--- src/design/lrrc_pkg.sv ---
`default_nettype none
package lrrc_pkg;

  localparam int OFFSET_BITS_DEF = 32;

  localparam int KLIM_BITS   = 17;
  localparam int VLIM_BITS   = 25;
  localparam int CNT_BITS    = 25;
  localparam int CFG_IDX_BITS = 4;
  localparam int CFG_DATA_BITS = 25;
  localparam int GOFF_BITS   = 32;

  localparam logic [KLIM_BITS-1:0] KEY_LIMIT_RST   = 17'd65536;
  localparam logic [VLIM_BITS-1:0] VALUE_LIMIT_RST = 25'd16777216;

  localparam logic [CFG_IDX_BITS-1:0] CFG_KEY_LIMIT   = 4'd0;
  localparam logic [CFG_IDX_BITS-1:0] CFG_VALUE_LIMIT = 4'd1;

  localparam logic [7:0] MAGIC_BYTE  = 8'h4B;
  localparam logic [7:0] OP_SET_BYTE = 8'h53;
  localparam logic [7:0] OP_DEL_BYTE = 8'h44;

  localparam logic [CNT_BITS:0] LEN_BYTES = 26'd8;
  localparam logic [CNT_BITS:0] CRC_BYTES = 26'd4;

  localparam logic [31:0] CRC_POLY = 32'hEDB88320;
  localparam logic [31:0] CRC_INIT = 32'hFFFFFFFF;

  localparam logic [1:0] ROLE_FRAME   = 2'd0;
  localparam logic [1:0] ROLE_KEY     = 2'd1;
  localparam logic [1:0] ROLE_VALUE   = 2'd2;
  localparam logic [1:0] ROLE_IGNORED = 2'd3;

  localparam logic [2:0] ST_BUSY      = 3'd0;
  localparam logic [2:0] ST_ACCEPTED  = 3'd1;
  localparam logic [2:0] ST_BAD_MAGIC = 3'd2;
  localparam logic [2:0] ST_BAD_OP    = 3'd3;
  localparam logic [2:0] ST_BAD_LEN   = 3'd4;
  localparam logic [2:0] ST_CRC_BAD   = 3'd5;
  localparam logic [2:0] ST_TRUNC     = 3'd6;
  localparam logic [2:0] ST_CLEAN_END = 3'd7;

  // reflected CRC-32, one byte
  function automatic logic [31:0] crc_byte(input logic [31:0] crc_in, input logic [7:0] b);
    logic [31:0] c;
    c = crc_in ^ {24'd0, b};
    for (int i = 0; i < 8; i++) begin
      c = c[0] ? ((c >> 1) ^ CRC_POLY) : (c >> 1);
    end
    return c;
  endfunction

endpackage
`default_nettype wire

--- src/design/log_record_replay_checker_top.sv ---
// A result item is presented in the cycle after its input item is accepted.
// Throughput: one byte item per cycle while out_ready is high; the byte-wide CRC update
// and the parser step both finish between the input handshake and the result register.
// Reset (rst, synchronous, active high) returns the parser to expecting a magic
// byte, clears offsets and the halt flag, and restores both length limits.
`default_nettype none
module log_record_replay_checker_top #(
  parameter int OFFSET_BITS = lrrc_pkg::OFFSET_BITS_DEF
) (
  input  wire logic                              clk,
  input  wire logic                              rst,
  input  wire logic                              cfg_valid,
  output logic                                   cfg_ready,
  input  wire logic [lrrc_pkg::CFG_IDX_BITS-1:0] cfg_index,
  input  wire logic [lrrc_pkg::CFG_DATA_BITS-1:0] cfg_data,
  input  wire logic                              in_valid,
  output logic                                   in_ready,
  input  wire logic [7:0]                        log_byte,
  input  wire logic                              end_of_log,
  output logic                                   out_valid,
  input  wire logic                              out_ready,
  output logic [7:0]                             passed_byte,
  output logic [1:0]                             byte_role,
  output logic                                   record_op,
  output logic [2:0]                             status,
  output logic [16:0]                            key_length,
  output logic [24:0]                            value_length,
  output logic [31:0]                            good_offset
);

  typedef enum logic [5:0] {
    PH_MAGIC = 6'b000001,
    PH_OP    = 6'b000010,
    PH_LENS  = 6'b000100,
    PH_KEY   = 6'b001000,
    PH_VAL   = 6'b010000,
    PH_CRC   = 6'b100000
  } phase_t;

  localparam int CB = lrrc_pkg::CNT_BITS;
  localparam logic [OFFSET_BITS-1:0] OFFSET_MAX = {OFFSET_BITS{1'b1}};

  logic [lrrc_pkg::KLIM_BITS-1:0] key_limit;
  logic [lrrc_pkg::VLIM_BITS-1:0] value_limit;

  phase_t                 phase, phase_next;
  logic [CB-1:0]          cnt, cnt_next;
  logic [63:0]            hdr, hdr_next;
  logic                   op_del, op_del_next;
  logic [31:0]            crc, crc_next;
  logic [31:0]            rcrc, rcrc_next;
  logic [OFFSET_BITS-1:0] soff, soff_next;
  logic [OFFSET_BITS-1:0] lgo, lgo_next;
  logic                   halted, halted_next;
  logic                   magic_bad, magic_bad_next;
  logic                   op_bad, op_bad_next;

  logic [7:0]  res_byte;
  logic [1:0]  res_role;
  logic        res_op;
  logic [2:0]  res_status;
  logic [16:0] res_klen;
  logic [24:0] res_vlen;

  logic        in_accept;
  logic [CB:0] cnt_inc;
  logic [63:0] hdr_shifted, hdr_src;
  logic [31:0] klen_new, vlen_new, klen_cur, vlen_cur;
  logic        len_bad, show_len;
  logic [31:0] crc_upd, rcrc_shifted;

  assign cfg_ready = 1'b1;
  assign in_ready  = !out_valid || out_ready;
  assign in_accept = in_valid && in_ready;

  assign cnt_inc      = {1'b0, cnt} + 1'b1;
  assign hdr_shifted  = {hdr[55:0], log_byte};
  assign klen_cur     = hdr[63:32];
  assign vlen_cur     = hdr[31:0];
  assign klen_new     = hdr_shifted[63:32];
  assign vlen_new     = hdr_shifted[31:0];
  assign len_bad      = (klen_new == 32'd0) || (klen_new > 32'(key_limit)) ||
                        (vlen_new > 32'(value_limit));
  assign crc_upd      = lrrc_pkg::crc_byte(crc, log_byte);
  assign rcrc_shifted = {rcrc[23:0], log_byte};
  // the last length byte shows the fresh header on its own result
  assign hdr_src      = (phase == PH_LENS) ? hdr_shifted : hdr;

  always_comb begin
    phase_next     = phase;
    cnt_next       = cnt;
    hdr_next       = hdr;
    op_del_next    = op_del;
    crc_next       = crc;
    rcrc_next      = rcrc;
    soff_next      = soff;
    lgo_next       = lgo;
    halted_next    = halted;
    magic_bad_next = magic_bad;
    op_bad_next    = op_bad;
    res_byte       = log_byte;
    res_role       = lrrc_pkg::ROLE_FRAME;
    res_op         = 1'b0;
    res_status     = lrrc_pkg::ST_BUSY;
    show_len       = 1'b0;

    if (halted) begin
      res_byte = end_of_log ? 8'd0 : log_byte;
      res_role = lrrc_pkg::ROLE_IGNORED;
    end else if (end_of_log) begin
      res_byte    = 8'd0;
      res_role    = lrrc_pkg::ROLE_IGNORED;
      res_status  = (phase == PH_MAGIC) ? lrrc_pkg::ST_CLEAN_END : lrrc_pkg::ST_TRUNC;
      halted_next = 1'b1;
      show_len    = (phase == PH_KEY) || (phase == PH_VAL) || (phase == PH_CRC);
    end else begin
      if (soff != OFFSET_MAX) begin
        soff_next = soff + 1'b1;
      end
      case (phase)
        PH_MAGIC: begin
          magic_bad_next = (log_byte != lrrc_pkg::MAGIC_BYTE);
          crc_next       = lrrc_pkg::CRC_INIT;
          hdr_next       = 64'd0;
          cnt_next       = '0;
          rcrc_next      = 32'd0;
          phase_next     = PH_OP;
        end
        PH_OP: begin
          crc_next    = crc_upd;
          op_del_next = (log_byte == lrrc_pkg::OP_DEL_BYTE);
          op_bad_next = (log_byte != lrrc_pkg::OP_SET_BYTE) &&
                        (log_byte != lrrc_pkg::OP_DEL_BYTE);
          cnt_next    = '0;
          phase_next  = PH_LENS;
        end
        PH_LENS: begin
          crc_next = crc_upd;
          hdr_next = hdr_shifted;
          cnt_next = cnt_inc[CB-1:0];
          if (cnt_inc >= lrrc_pkg::LEN_BYTES) begin
            cnt_next = '0;
            show_len = 1'b1;
            // header checks: magic first, then lengths, then op
            if (magic_bad) begin
              res_status  = lrrc_pkg::ST_BAD_MAGIC;
              halted_next = 1'b1;
            end else if (len_bad) begin
              res_status  = lrrc_pkg::ST_BAD_LEN;
              halted_next = 1'b1;
            end else if (op_bad) begin
              res_status  = lrrc_pkg::ST_BAD_OP;
              halted_next = 1'b1;
            end else begin
              phase_next = PH_KEY;
            end
          end
        end
        PH_KEY: begin
          res_role = lrrc_pkg::ROLE_KEY;
          show_len = 1'b1;
          crc_next = crc_upd;
          cnt_next = cnt_inc[CB-1:0];
          if (32'(cnt_inc) >= klen_cur) begin
            cnt_next   = '0;
            phase_next = (vlen_cur != 32'd0) ? PH_VAL : PH_CRC;
          end
        end
        PH_VAL: begin
          res_role = lrrc_pkg::ROLE_VALUE;
          show_len = 1'b1;
          crc_next = crc_upd;
          cnt_next = cnt_inc[CB-1:0];
          if (32'(cnt_inc) >= vlen_cur) begin
            cnt_next   = '0;
            phase_next = PH_CRC;
          end
        end
        PH_CRC: begin
          show_len  = 1'b1;
          rcrc_next = rcrc_shifted;
          cnt_next  = cnt_inc[CB-1:0];
          if (cnt_inc >= lrrc_pkg::CRC_BYTES) begin
            cnt_next = '0;
            if ((crc ^ lrrc_pkg::CRC_INIT) == rcrc_shifted) begin
              res_status = lrrc_pkg::ST_ACCEPTED;
              res_op     = op_del;
              lgo_next   = soff_next;
              phase_next = PH_MAGIC;
            end else begin
              res_status  = lrrc_pkg::ST_CRC_BAD;
              halted_next = 1'b1;
            end
          end
        end
        default: begin
          phase_next = PH_MAGIC;
        end
      endcase
    end

    res_klen = show_len ? hdr_src[48:32] : 17'd0;
    res_vlen = show_len ? hdr_src[24:0] : 25'd0;
  end

  always_ff @(posedge clk) begin
    if (rst) begin
      key_limit   <= lrrc_pkg::KEY_LIMIT_RST;
      value_limit <= lrrc_pkg::VALUE_LIMIT_RST;
      phase       <= PH_MAGIC;
      cnt         <= '0;
      hdr         <= 64'd0;
      op_del      <= 1'b0;
      crc         <= lrrc_pkg::CRC_INIT;
      rcrc        <= 32'd0;
      soff        <= '0;
      lgo         <= '0;
      halted      <= 1'b0;
      magic_bad   <= 1'b0;
      op_bad      <= 1'b0;
      out_valid   <= 1'b0;
    end else begin
      if (cfg_valid && cfg_ready) begin
        case (cfg_index)
          lrrc_pkg::CFG_KEY_LIMIT:   key_limit   <= cfg_data[lrrc_pkg::KLIM_BITS-1:0];
          lrrc_pkg::CFG_VALUE_LIMIT: value_limit <= cfg_data[lrrc_pkg::VLIM_BITS-1:0];
          default: ;
        endcase
      end
      if (in_accept) begin
        phase     <= phase_next;
        cnt       <= cnt_next;
        hdr       <= hdr_next;
        op_del    <= op_del_next;
        crc       <= crc_next;
        rcrc      <= rcrc_next;
        soff      <= soff_next;
        lgo       <= lgo_next;
        halted    <= halted_next;
        magic_bad <= magic_bad_next;
        op_bad    <= op_bad_next;
        out_valid <= 1'b1;
      end else if (out_ready) begin
        out_valid <= 1'b0;
      end
    end
  end

  always_ff @(posedge clk) begin
    if (in_accept) begin
      passed_byte  <= res_byte;
      byte_role    <= res_role;
      record_op    <= res_op;
      status       <= res_status;
      key_length   <= res_klen;
      value_length <= res_vlen;
      good_offset  <= lrrc_pkg::GOFF_BITS'(lgo_next);
    end
  end

  // once halted, every later item is echoed as ignored with no status
  assert property (@(posedge clk) disable iff (rst)
    in_accept && halted |=> out_valid && byte_role == lrrc_pkg::ROLE_IGNORED &&
      status == lrrc_pkg::ST_BUSY)
    else $error("halted block produced a live result");

  // an end of stream before halt always ends in truncated or clean end and halts
  assert property (@(posedge clk) disable iff (rst)
    in_accept && !halted && end_of_log |=> halted &&
      (status == lrrc_pkg::ST_TRUNC || status == lrrc_pkg::ST_CLEAN_END))
    else $error("end of stream not reported");

  // the good offset only moves forward
  assert property (@(posedge clk) disable iff (rst)
    !$past(rst) |-> lgo >= $past(lgo))
    else $error("good offset moved backward");

  // acceptance comes only on a framing byte, with the op of the record
  assert property (@(posedge clk) disable iff (rst)
    in_accept && !halted && res_status == lrrc_pkg::ST_ACCEPTED |->
      phase == PH_CRC && res_role == lrrc_pkg::ROLE_FRAME && res_op == op_del)
    else $error("record accepted outside the CRC field");

endmodule
`default_nettype wire

--- config.mk ---
export PLATFORM = sky130hd
export DESIGN_NAME = log_record_replay_checker_top
export DESIGN_NICKNAME = d
export VERILOG_FILES = /design/src/design/lrrc_pkg.sv /design/src/design/log_record_replay_checker_top.sv
export SDC_FILE = /design/constraint.sdc
export NUM_CORES = 1
export LEC_CHECK = 0
export BUFFER_PORTS_ARGS = -buffer_cell sky130_fd_sc_hd__buf_2
export CAP_MARGIN = 40
export CORE_UTILIZATION = 55
export DETAILED_ROUTE_END_ITERATION = 8
export PLACE_DENSITY = 0.82
export SLEW_MARGIN = 20
export SYNTH_ARGS = -nofsm -noshare
export SYNTH_HDL_FRONTEND = slang
export SYNTH_SLANG_ARGS = --single-unit
--- constraint.sdc ---
create_clock -name clk -period 8.6 [get_ports clk]
set_clock_uncertainty 0.2 [all_clocks]
set_input_delay 0.86 -clock clk [delete_from_list [all_inputs] [get_ports clk]]
set_output_delay 0.86 -clock clk [all_outputs]
set_load 0.05 [all_outputs]
==> load_flow_metrics.sql <==
INSERT INTO impl_metrics (metric_group, metric, value, unit) VALUES
('power', 'power_leakage', '7.83', 'nW'),
('layout', 'finalInstanceArea', '0.0210', 'sq mm'),
('cts', 'clock_slew_seen_by_the_registers_of_the_worst_setup_and_hold_paths', '0.06', 'ns'),
('drt', 'dr.first_iter.drc_count', '1969', ''),
('logic_synthesis', 'ys.warnings.count', '0', ''),
('logic_synthesis', 'post_synth_main_area_contributors', 'dfxtp_1 28%, edfxtp_1 14%, ha_1 6.7%', ''),
('drt', 'routed_length_per_placed_instance', '19.0', 'um'),
('drt', 'drt_pass1_iterations', '6', ''),
('timing', 'fin_hold_ws', '0.256', 'ns'),
('layout', 'fillerInstances', '2762', ''),
('timing', 'setup-tns-final', '0', 'ns'),
('logic_synthesis', 'postSynthRegisterBits', '350', ''),
('layout', 'finalNetCount', '2340', ''),
('grt', 'grt_antenna_before_repair', '0', ''),
('logic_synthesis', 'ys_top_cells_by_count', '270 x nor2_1, 262 x dfxtp_1, 219 x nand2_1, 141 x xnor2_1, 134 x a21oi_1', ''),
('logic_synthesis', 'asyncSetResetFlopFracSynth', '0', '%'),
('drt', 'detailroute.via_count', '16300', ''),
('cts', 'clk_latency', '0.54', 'ns'),
('critical_path', 'kind_of_end_point_of_the_critical_path', 'flip-flop', ''),
('grt', 'grt_pass1_vias', '15300', ''),
('critical_path', 'critPathRequiredTime', '8.85', 'ns'),
('critical_path', 'setup.worst_path.class', 'reg -> reg', ''),
('floorplan', 'die_area', '0.0348', 'sq mm'),
('timing', 'worstMarginPinSlew', '0.917', 'ns'),
('cts', 'max-clock-path-buffers', '3', ''),
('placed_design', 'numPlacedInstances', '2598', ''),
('critical_path', 'worst-endpoint-arrival', '4.98', 'ns'),
('power', 'vdd.ir_drop.worst', '142', 'uV'),
('logic_synthesis', 'synth_top_area_cell', 'dfxtp_1', ''),
('critical_path', 'cpMaxStageDelayCell', 'or3_1', ''),
('logic_synthesis', 'syn-num-nets', '2268', ''),
('cts', 'cts.repair_timing.setup_buffer_count', '0', ''),
('logic_synthesis', 'synth_area_per_cell', '8.81', 'sq um'),
('drt', 'route.final.wire_length', '50900', 'um'),
('power', 'cellPowerDensity', '175', 'mW/mm^2'),
('critical_path', 'timing.critical_path.mode_cell', 'nor2_1', ''),
('layout', 'multi_input_area', '0.00990', 'sq mm'),
('run_status', 'status', 'completed', ''),
('critical_path', 'buffers_and_inverters_on_the_worst_path', '1', ''),
('floorplan', 'initial_utilization', '55.8', '%'),
('timing', 'timing.fmax', '211', 'MHz'),
('logic_synthesis', 'netlist_area', '0.0187', 'sq mm'),
('logic_synthesis', 'synth-edff-count', '88', ''),
('grt', 'grt_pass1_wl', '80800', 'um'),
('placed_design', 'total_of_buffers_placed_on_input_and_output_ports', '132', ''),
('logic_synthesis', 'seq_area_frac_synth', '42.1', '%'),
('layout', 'final-seq-area', '0.00789', 'sq mm'),
('cts', 'cts_root_buf', 'clkbuf_16', ''),
('grt', 'grt_max_degree', '102', ''),
('hold_path', 'timing.hold.worst.class', 'reg -> reg', ''),
('grt', 'gr-usage-all-layers', '28.4', '%'),
('placed_design', 'gp_routability_congestion', '0.937', ''),
('power', 'post-layout-total-power', '3.69', 'mW'),
('layout', 'num_antenna_cells', '0', ''),
('critical_path', 'setup_crit_start_kind', 'flip-flop', ''),
('placed_design', 'dp_hpwl', '35600', 'um'),
('layout', 'fin_cells', '2674', ''),
('cts', 'cts_htree_levels', '2', ''),
('floorplan', 'placeableCoreArea', '0.0335', 'sq mm'),
('timing', 'grt_setup_unrepaired', 'no', ''),
('timing', 'timing.final.crit_share', '55.0', '%'),
('floorplan', 'die_height', '187', 'um'),
('floorplan', 'design.portCount', '134', ''),
('cts', 'cts_buffers', '38', ''),
('drt', 'post_drt_via_cell_ratio', '6.08', ''),
('drt', 'ant_nets', '0', ''),
('logic_synthesis', 'most_used_dff_post_synth', 'dfxtp_1', ''),
('critical_path', 'max_stage_delay', '0.55', 'ns'),
('layout', 'final_layout_size_suffix_gt1_share', '13.4', '%'),
('logic_synthesis', 'syn_inst', '2125', ''),
('layout', 'layout-area-overhead-vs-synth', '12.2', '%');
[power by group]
part           internal [mW]  switching [mW]
sequential              1.71          0.0119
combinational         0.0869           0.226
clock                  0.973           0.675
total                   2.77           0.913
[path summary, 6_finish.rpt]
| check | from | to | slack [ns] | cells past startpoint |
|---|---|---|---|---|
| setup / recovery | cnt[0]$_SDFFE_PP0P_ | cnt[18]$_SDFFE_PP0P_ | 3.87 | 14 |
| hold / removal | value_limit[19]$_SDFFE_PP0P_ | value_limit[19]$_SDFFE_PP0P_ | 0.26 | 2 |
| setup reg to reg | cnt[0]$_SDFFE_PP0P_ | cnt[18]$_SDFFE_PP0P_ | 3.87 | 14 |
| hold reg to reg | value_limit[19]$_SDFFE_PP0P_ | value_limit[19]$_SDFFE_PP0P_ | 0.26 | 2 |
[cell type report]
type                            instances  area share (%)
Clock buffer                           54            5.15
Clock inverter                         15           0.810
Inverter                              117            2.10
Multi-Input combinational cell       1526            47.1
Sequential cell                       350            37.5
Tap cell                              448            2.67
Timing Repair Buffer                  164            4.61
[through the flow]
stage,utilization [%],setup WS [ns]
2_1_floorplan,-,3.43
3_3_place_gp,58.6,3.46
3_5_place_dp,58.6,3.63
4_1_cts,62.3,3.61
5_1_grt,62.7,3.53
6_report,62.7,3.87
[tightest hold or removal path, cell delays in order (launching register included)]
cell and delay (ns):
dfxtp_1 0.31, nand2_1 0.05, a21oi_1 0.05
[logic make-up (layout without fill, tap and decap cells)]
group	after synthesis	in the layout	share of synthesized area (%)
compound gates	414	414	14.4
mux	49	49	3.43
fa+ha+maj	100	100	6.68
flops	350	350	42.1
simple gates	769	769	19.1
buf+inv	249	350	5.22
xor+xnor	193	193	9.03
other cells	1	1	0.0200
[registers in the layout, summed over array words and instances, names as in the netlist, 2 cells and up]
signal	cells
byte_role	2
lgo	32
cnt	25
passed_byte	8
crc	32
key_length	17
phase	6
rcrc	24
value_length	25
value_limit	25
key_limit	17
status	3
soff	32
good_offset	32
hdr	64
[layout by cell type (no fill, tap or decap), drive strengths merged, types with 5 or more instances in the layout]
master,netlist,layout
a2111oi,6,6
a211oi,10,10
a21oi,134,134
a22oi,92,92
a31o,24,24
a31oi,10,10
and2,5,5
and3,15,15
and4,9,9
buf,26,163
clkbuf,106,54
clkinv,1,8
dfxtp,262,262
edfxtp,88,88
ha,100,100
inv,116,120
mux2,32,32
mux2i,17,17
nand2,219,219
nand2b,9,9
nand3,50,50
nand4,38,38
nand4b,5,5
nor2,271,271
nor2b,9,9
nor3,55,55
nor3b,5,5
nor4,38,38
o211a,6,6
o211ai,16,16
o21a,13,13
o21ai,50,50
o22ai,26,26
or2,5,5
or3,17,17
or4,9,9
xnor2,141,141
xor2,52,52
[per-layer routing]
metal | track usage [%] | share of wire (%) | vias to the layer above
met1 | 37.7 | 42 | 7708
met3 | 3.48 | 7.5 | 141
li1 | - | - | 7626
met5 | 0 | 0 | -
met2 | 47.5 | 47 | 779
met4 | 10.3 | 3.6 | 0
No activity file was read; power rests on OpenSTA's default activity.
